--- config.mk ---
export PLATFORM = sky130hd
export DESIGN_NAME = strip_fan_triangle_assembler
export DESIGN_NICKNAME = d
export VERILOG_FILES = /design/src/hdl/sfta_pkg.sv /design/src/hdl/strip_fan_triangle_assembler.sv
export SDC_FILE = /design/constraint.sdc
export NUM_CORES = 1
export LEC_CHECK = 0
export ABC_AREA = 1
export BUFFER_PORTS_ARGS = -buffer_cell sky130_fd_sc_hd__buf_2
export CAP_MARGIN = 20
export CORE_MARGIN = 2
export CORE_UTILIZATION = 55
export CTS_BUF_LIST = sky130_fd_sc_hd__clkbuf_8
export DETAILED_ROUTE_END_ITERATION = 8
export GPL_TIMING_DRIVEN = 0
export PLACE_DENSITY = 0.73
export SETUP_SLACK_MARGIN = 0.1
export SLEW_MARGIN = 20
export SYNTH_ARGS = -nofsm -noshare
export SYNTH_HDL_FRONTEND = slang
export SYNTH_SLANG_ARGS = --single-unit
--- constraint.sdc ---
create_clock -name clock -period 14.64 [get_ports clock]
set_input_delay 2.196 -clock clock [delete_from_list [all_inputs] [get_ports clock]]
set_output_delay 2.196 -clock clock [all_outputs]
set_load 0.02 [all_outputs]
--- src/hdl/sfta_pkg.sv ---
// ----------------------------------------------------------------------------
// sfta_pkg
// Shared types and constants of the strip and fan triangle assembler.
// ----------------------------------------------------------------------------
package sfta_pkg;

   localparam int WordWidth  = 16;
   localparam int IndexWidth = 15;

   // position of a word inside a four-word vertex record
   localparam logic [1:0] FieldVertex = 2'd0;
   localparam logic [1:0] FieldNormal = 2'd1;
   localparam logic [1:0] FieldS      = 2'd2;
   localparam logic [1:0] FieldT      = 2'd3;

   // corner codes of an emitted triangle
   localparam logic [1:0] CornerFirst  = 2'd0;
   localparam logic [1:0] CornerSecond = 2'd1;
   localparam logic [1:0] CornerLast   = 2'd2;

   typedef struct packed {
      logic [IndexWidth-1:0]       vertex_index;
      logic [IndexWidth-1:0]       normal_index;
      logic signed [WordWidth-1:0] tex_s;
      logic signed [WordWidth-1:0] tex_t;
   } corner_type;

endpackage

--- src/hdl/strip_fan_triangle_assembler.sv ---
// ----------------------------------------------------------------------------
// strip_fan_triangle_assembler
// Assembles triangles from a strip and fan command word stream.
// ----------------------------------------------------------------------------
// At most one word is taken per cycle. A nonzero count word opens a strip
// (positive) or a fan (negative, magnitude is the vertex count); a zero count
// is skipped. Each vertex is four words: vertex index, normal index, s, t.
// From the third vertex of a command on, the last word of every record
// emits one triangle as three result words, slots 0, 1, 2, the third marked
// with rsp_last_corner. Corners are read straight from the three corner
// slots, so the word that completes the next record waits until the three
// corners are taken; with a free output side it never has to wait, since a
// record spans four words and a triangle three, and the block keeps one word
// per cycle. Index words are passed on as their low 15 bits.
module strip_fan_triangle_assembler (
   input  logic                                  clock,
   input  logic                                  reset,
   input  logic                                  req_valid,
   output logic                                  req_ready,
   input  logic signed [sfta_pkg::WordWidth-1:0] req_word,
   output logic                                  rsp_valid,
   input  logic                                  rsp_ready,
   output logic [sfta_pkg::IndexWidth-1:0]       rsp_vertex_index,
   output logic [sfta_pkg::IndexWidth-1:0]       rsp_normal_index,
   output logic signed [sfta_pkg::WordWidth-1:0] rsp_tex_s,
   output logic signed [sfta_pkg::WordWidth-1:0] rsp_tex_t,
   output logic                                  rsp_last_corner
);

   logic                                awaiting_ff, awaiting_in;
   logic                                fan_ff, fan_in;
   logic [sfta_pkg::WordWidth-1:0]      left_ff, left_in;
   logic [sfta_pkg::WordWidth-1:0]      ordinal_ff, ordinal_in;
   logic [1:0]                          field_ff, field_in;
   logic [sfta_pkg::IndexWidth-1:0]     part_vertex_ff, part_vertex_in;
   logic [sfta_pkg::IndexWidth-1:0]     part_normal_ff, part_normal_in;
   logic signed [sfta_pkg::WordWidth-1:0] part_s_ff, part_s_in;
   sfta_pkg::corner_type                slot_ff [3];
   sfta_pkg::corner_type                slot_in [3];
   logic                                busy_ff, busy_in;
   logic [1:0]                          corner_ff, corner_in;

   logic                                req_fire;
   logic                                rsp_fire;
   logic                                record_done;
   logic                                emit;
   sfta_pkg::corner_type                rec;
   sfta_pkg::corner_type                out_corner;

   assign req_ready   = !busy_ff || awaiting_ff || (field_ff != sfta_pkg::FieldT);
   assign req_fire    = req_valid && req_ready;
   assign rsp_fire    = rsp_valid && rsp_ready;
   assign record_done = req_fire && !awaiting_ff && (field_ff == sfta_pkg::FieldT);
   assign emit        = record_done && (ordinal_ff[sfta_pkg::WordWidth-1:1] != '0);

   always_comb begin
      rec.vertex_index = part_vertex_ff;
      rec.normal_index = part_normal_ff;
      rec.tex_s        = part_s_ff;
      rec.tex_t        = req_word;
   end

   // command parsing and slot update
   always_comb begin
      awaiting_in    = awaiting_ff;
      fan_in         = fan_ff;
      left_in        = left_ff;
      ordinal_in     = ordinal_ff;
      field_in       = field_ff;
      part_vertex_in = part_vertex_ff;
      part_normal_in = part_normal_ff;
      part_s_in      = part_s_ff;
      slot_in        = slot_ff;
      if (req_fire) begin
         if (awaiting_ff) begin
            if (req_word != '0) begin
               fan_in      = req_word[sfta_pkg::WordWidth-1];
               left_in     = req_word[sfta_pkg::WordWidth-1] ? (~req_word + 1'b1) : req_word;
               ordinal_in  = '0;
               field_in    = sfta_pkg::FieldVertex;
               awaiting_in = 1'b0;
            end
         end else begin
            unique case (field_ff)
               sfta_pkg::FieldVertex: begin
                  part_vertex_in = req_word[sfta_pkg::IndexWidth-1:0];
                  part_normal_in = '0;
                  part_s_in      = '0;
                  field_in       = sfta_pkg::FieldNormal;
               end
               sfta_pkg::FieldNormal: begin
                  part_normal_in = req_word[sfta_pkg::IndexWidth-1:0];
                  field_in       = sfta_pkg::FieldS;
               end
               sfta_pkg::FieldS: begin
                  part_s_in = req_word;
                  field_in  = sfta_pkg::FieldT;
               end
               default: begin
                  field_in = sfta_pkg::FieldVertex;
                  if (ordinal_ff == 16'd0) begin
                     slot_in[0] = rec;
                  end else if (ordinal_ff == 16'd1) begin
                     slot_in[2] = rec;
                  end else if (ordinal_ff == 16'd2) begin
                     slot_in[1] = rec;
                  end else if (fan_ff) begin
                     slot_in[2] = slot_ff[1];
                     slot_in[1] = rec;
                  end else if (ordinal_ff[0]) begin
                     slot_in[0] = slot_ff[2];
                     slot_in[2] = rec;
                  end else begin
                     slot_in[0] = slot_ff[1];
                     slot_in[1] = rec;
                  end
                  ordinal_in = ordinal_ff + 1'b1;
                  if (left_ff != '0) begin
                     left_in = left_ff - 1'b1;
                  end
                  if (left_ff <= 16'd1) begin
                     awaiting_in = 1'b1;
                  end
               end
            endcase
         end
      end
   end

   // triangle output sequencing
   always_comb begin
      busy_in   = busy_ff;
      corner_in = corner_ff;
      priority if (emit) begin
         busy_in   = 1'b1;
         corner_in = sfta_pkg::CornerFirst;
      end else if (rsp_fire) begin
         if (corner_ff == sfta_pkg::CornerLast) begin
            busy_in = 1'b0;
         end else begin
            corner_in = corner_ff + 1'b1;
         end
      end
   end

   always_ff @(posedge clock) begin
      if (reset) begin
         awaiting_ff <= 1'b1;
         fan_ff      <= 1'b0;
         left_ff     <= '0;
         ordinal_ff  <= '0;
         field_ff    <= sfta_pkg::FieldVertex;
         busy_ff     <= 1'b0;
         corner_ff   <= sfta_pkg::CornerFirst;
      end else begin
         awaiting_ff <= awaiting_in;
         fan_ff      <= fan_in;
         left_ff     <= left_in;
         ordinal_ff  <= ordinal_in;
         field_ff    <= field_in;
         busy_ff     <= busy_in;
         corner_ff   <= corner_in;
      end
   end

   always_ff @(posedge clock) begin
      part_vertex_ff <= part_vertex_in;
      part_normal_ff <= part_normal_in;
      part_s_ff      <= part_s_in;
      slot_ff        <= slot_in;
   end

   always_comb begin
      unique case (corner_ff)
         sfta_pkg::CornerFirst:  out_corner = slot_ff[0];
         sfta_pkg::CornerSecond: out_corner = slot_ff[1];
         sfta_pkg::CornerLast:   out_corner = slot_ff[2];
         default:                out_corner = slot_ff[0];
      endcase
   end

   assign rsp_valid        = busy_ff;
   assign rsp_vertex_index = out_corner.vertex_index;
   assign rsp_normal_index = out_corner.normal_index;
   assign rsp_tex_s        = out_corner.tex_s;
   assign rsp_tex_t        = out_corner.tex_t;
   assign rsp_last_corner  = (corner_ff == sfta_pkg::CornerLast);

endmodule

======== Yosys cells after proc, flatten, opt, wreduce, memory -nomap -nowiden ========
Cells that the tools add are included.
word-level totals
  bits in read-only memories .............. 0
  memories kept ........................... 0
  bits in writable memories ............... 0
  latch bits .............................. 0
  register bits after elaboration ......... 271
operators by class
  equality and inequality tests ........... 15
  magnitude comparators ................... 1
  $mul .................................... 0
  $add $sub $neg .......................... 4
  div/mod/pow operators ................... 0
  reduce and logical (&&, ||, !) cells .... 34
  multiplexer cells ....................... 32
  bitwise logic cells ..................... 6
  shift-type cells ........................ 0
operator list
  kind                                                             number
  2-to-1 mux 62 bit                                                9
  2-to-1 mux 124 bit                                               2
  2-to-1 mux 16 bit                                                8
  one-hot mux 62 bit (2 select lines)                              1
  adder 16 x 1 -> 16 bit, second input constant                    2
  one-hot mux 16 bit (2 select lines)                              1
  nonzero test 16 bit                                              2
  one-hot mux 15 bit (2 select lines)                              1
  AND reduction 6 bit                                              3
  equality test 16 x 1 -> 1 bit, second input constant             1
  equality test 16 x 2 -> 1 bit, second input constant             1
  less-or-equal comparator 16 x 1 -> 1 bit, second input constant  1
  logical NOT 16 bit                                               1
  inverter 16 bit                                                  1
  subtractor 16 x 1 -> 16 bit, second input constant               1
  AND reduction 3 bit                                              5
  nonzero test 15 bit                                              1
  nonzero test 2 bit                                               5
  inequality test 2 bit, second input constant                     4
  2-to-1 mux 1 bit                                                 7
  equality test 2 bit, second input constant                       3
  inequality test 2 x 1 -> 1 bit, second input constant            3
  one-hot mux 2 bit (3 select lines)                               1
  AND reduction 2 bit                                              3
  13 further kinds                                                 25

======== Depth between registers and ports, before layout ========
  depth after elaboration ................. 9
  mapped depth ............................ 12
  gate-level depth less buffers ........... 12

======== Worst setup path after synthesis ========
Ideal clock, no wire load.
  kind .................................... input port to flip-flop
  from .................................... in req_valid
  to ...................................... reg slot_ff[100] in the netlist's numbering (enable)
  path buffers ............................ 0
  setup slack ............................. 8565 ps
  required time ........................... 14137 ps
  arrival ................................. 5572 ps
  stages on the path ...................... 4
  path through ............................ nand2_1 nor2_1 nand2_1 a21oi_1
between the ends
  cells in the longest elaborated chain, start to end .. 2
RTL lines
  what                                  line                                 RTL
  start: declaration                    strip_fan_triangle_assembler.sv:18   input logic req_valid,
  logical AND 1 bit                     strip_fan_triangle_assembler.sv:51   assign req_fire = req_valid && req_ready;
  AND reduction 6 bit (no source line)  n/a
  end signal: assignment                strip_fan_triangle_assembler.sv:170  slot_ff <= slot_in;
  end: declaration                      strip_fan_triangle_assembler.sv:38   sfta_pkg::corner_type slot_ff [3];
Every way passes these cells.
A chain may end at the register's enable or synchronous reset.

======== Worst setup path in the final report ========
  from .................................... reg corner_ff[0]
  to ...................................... out rsp_tex_t[11] in the netlist's numbering
between the ends
  cells in the longest elaborated chain, start to end .. 2
  elaborated cells on any way between the ends .. 3
RTL lines
  what                                                                        line                                 RTL
  start: declaration                                                          strip_fan_triangle_assembler.sv:41   logic [1:0] corner_ff, corner_in;
  start signal: assignment                                                    strip_fan_triangle_assembler.sv:154  corner_ff <= sfta_pkg::CornerFirst;
  start signal: assignment                                                    strip_fan_triangle_assembler.sv:162  corner_ff <= corner_in;
  equality test 2 bit / equality test 2 x 1 -> 1 bit (equally long branches)  strip_fan_triangle_assembler.sv:174  unique case (corner_ff)
  one-hot mux 62 bit (2 select lines) *                                       strip_fan_triangle_assembler.sv:174
  end: declaration                                                            strip_fan_triangle_assembler.sv:26   output logic signed [sfta_pkg::WordWidth-1:0] rsp_tex_t,
Every way passes the cells marked *; elsewhere a longest branch is shown, timed or not.

==> flow_summary_export.csv <==
group,metric,value,unit
synth,syn_avg_cell_area,9.02,um^2
placed_design,routabilityCongestion,0.902,
floorplanning,core_area,24300,um^2
setup_path,worst_r2r_path_depth,10,
placed_design,port-buffer-count,83,
synth,ys.flop_type,"edfxtp_1",
route,via_per_inst,5.81,
final_layout,nNetsFinal,1689,
global_route,track_usage,0.314,
floorplanning,rows,57,
setup_path,critPathArrivalTime,3.02,ns
global_route,grt_pass1_vias,11100,
setup_path,regToRegSetupSlack,10.52,ns
sta,rsz0062_at_grt,"no",
power,leakage,6.06,nW
setup_path,cp-endpoint,"rsp_tex_t[11]",
setup_path,critPathMaxFanout,10,
cts,cts_inserted_buffers,46,
setup_path,crit-reg2reg-launch,"ordinal_ff[0]$_SDFFE_PP0P_",
sta,clock_skew,0.0274,ns
setup_path,critical-path-slowest-cell,"clkbuf_1",
route,vias,11700,
setup_path,cp-end-kind,"primary output",
global_route,grt-ovfl-total,0,
cts,clkSinkCount,271,
cts,clockBufferDepth,3,
power,p_per_area,105,nW/um^2
cts,clk-insertion-delay-late,0.58,ns
final_layout,syn_to_final_growth,14.2,%
route,routed_wirelength,41000,um
synth,yosysUniqueCellTypes,35,
setup_path,path_class,"reg2out",
setup_path,startpoint_type,"flip-flop",
sta,setup_viol,0,
cts,cts.hold.buffers_added,0,
cts,cts.clk_slew.worst_paths,0.06,ns
sta,drv_slew,0,
power,ir_worst_vdd,86.0,uV
sta,worst_pin_slew,0.889,ns
global_route,grt_pass1_wl,62200,um
setup_path,max_stage_delay,0.58,ns
global_route,grt_max_degree,26,
route,drt-initial-drc-count,1543,
floorplanning,die_area,26100,um^2
setup_path,crit_start,"corner_ff[0]$_SDFFE_PP0P_",
setup_path,reg2reg_to,"slot_ff[82]$_DFFE_PP_",
route,wl_per_cell,20.4,um
final_layout,layout_commonest_cell,"nand2_1",
synth,ys_ff_latch,271,
synth,syn_inst,1513,
synth,async_reset_ff_frac,0,
sta,min_period_over_period,0.356,
synth,syn-num-nets,1548,
placed_design,dp_slack,10.10,ns
cts,post_cts_buffers,0,
sta,tns,0,ns
run_status,status,"finished, final reports clean",
cts,htree_levels,2,
sta,final.setup.worst_slack,9.42,ns
sta,max_freq,192,MHz
synth,yosysWarnings,0,
global_route,antenna_found_initial,0,
final_layout,diodes,0,
setup_path,path_common_cell,"clkbuf_1",
hold_path,hold_path.class,"reg2reg",
final_layout,layout_common_cells,"nand2_1 (275), edfxtp_1 (232), nor2_1 (162)",
route,drt-pass1-iter-count,8,
setup_path,cp_data_required_time,12.44,ns
cts,cts_tree,"yes",
final_layout,drive_above_1_share,0.151,
job,cap_violations,0,
setup_path,path_cells,"inv_1 -> ha_1 -> clkbuf_1 -> inv_2 -> clkbuf_1 -> nor2_1 -> a21oi_1 -> buf_2",
cts,ctsResizeCount,0,
floorplanning,fp.dieH,162,um
sta,fin_crit,5.22,ns
sta,hold_viol_final,0,
synth,synth_edf_count,232,
synth,ys_seq_area_frac,0.567,
floorplanning,die_width,162,um
route,antenna_left,0,
placed_design,detailed_place_hpwl,28100,um
route,drc,0,
sta,max_slew_margin,0.407,
floorplanning,start_util,0.561,
cts,cts_root_buf,"clkbuf_8",
floorplanning,pin_count,85,
synth,synth.cell_area,13700,um^2
-- synth_stat cells (39+ instances only) --
master / count / area (um^2)
a21oi_1: 160 / 801
clkbuf_1: 54 / 203
dfxtp_1: 39 / 781
edfxtp_1: 232 / 6970
inv_1: 150 / 563
nand2_1: 275 / 1030
nand3_1: 66 / 330
nor2_1: 166 / 623
o211ai_1: 63 / 473
o21ai_0: 68 / 340
o21ai_1: 85 / 425
or2_2: 64 / 400
-- cells by family (layout without fill, tap and decap cells) --
group | count (synthesis) | after routing | synth area share
AND/OR/NAND/NOR | 599 | 599 | 0.189
AO/OA/AOI/OAI | 384 | 384 | 0.154
flip-flops | 271 | 271 | 0.567
adder cells (fa/ha/maj) | 15 | 15 | 0.0137
XOR/XNOR | 7 | 7 | 0.00449
buffers and inverters | 237 | 413 | 0.0709
-- power breakdown --
group          leakage [nW]  internal [mW]  switching (mW)
registers              2.39          0.852         0.00729
clock network         0.480          0.335           0.313
logic                  3.18         0.0404          0.0971
-- per-layer routing --
metal | global-route usage | vias up | part of all wire
met4 | 0.130 | 0 | 0.039
met3 | 0.0663 | 112 | 0.099
met5 | 0 | - | 0
met2 | 0.511 | 643 | 0.47
li1 | - | 5442 | -
met1 | 0.411 | 5489 | 0.39
-- sequential cells by signal, indices dropped and copies added (netlist names) --
signal,cells
corner_ff,2
slot_ff,186
fan_ff,1
part_vertex_ff,15
part_normal_ff,15
rsp_valid,1
ordinal_ff,16
part_s_ff,16
left_ff,16
field_ff,2
awaiting_ff,1
-- final cells by class --
type	instances	area, um^2
multi-input combinational	1005	4970
clock buffer	47	647
sequential	271	7750
buffer	84	394
timing repair buffer	93	652
tap	324	405
inverter	153	574
fill	2094	8720
clock inverter	36	208
-- per-stage QoR --
step                instance area [um^2]  total power, mW   util  cells  hold slack (ns)
floorplan                          13700            0.962      -   1513            0.426
global placement                   14500             1.01  0.595   1920            0.429
detailed placement                 14700             1.01  0.606   1930            0.434
CTS                                15600             1.64  0.641   2013            0.448
global route                       15600             1.70  0.641   2013            0.453
finish                             15600             1.64  0.641   2013            0.446
-- worst min-delay path by stage --
stage                             end  slack (ns)                             from  cells after the start
2_1_floorplan  slot_ff[100]$_DFFE_PP_        0.43  part_normal_ff[6]$_SDFFCE_PN0P_                      0
3_3_place_gp    slot_ff[94]$_DFFE_PP_        0.43  part_normal_ff[0]$_SDFFCE_PN0P_                      0
3_5_place_dp    slot_ff[96]$_DFFE_PP_        0.43  part_normal_ff[2]$_SDFFCE_PN0P_                      0
4_1_cts        slot_ff[119]$_DFFE_PP_        0.45     part_vertex_ff[10]$_DFFE_PP_                      0
5_1_grt         slot_ff[81]$_DFFE_PP_        0.45       part_s_ff[3]$_SDFFCE_PP0P_                      0
6_report        slot_ff[99]$_DFFE_PP_        0.45  part_normal_ff[5]$_SDFFCE_PN0P_                      0
-- worst max-delay path: cells and delay by family, from the launching register on --
kind / cells / cell delay, ns
buffers and inverters: 5 / 1.39
DFF: 1 / 0.37
AOI/OAI and AO/OA: 1 / 0.31
adders and majority gates: 1 / 0.28
and+or+nand+nor: 1 / 0.10
Note: power is estimated with default switching activity, not from simulation.
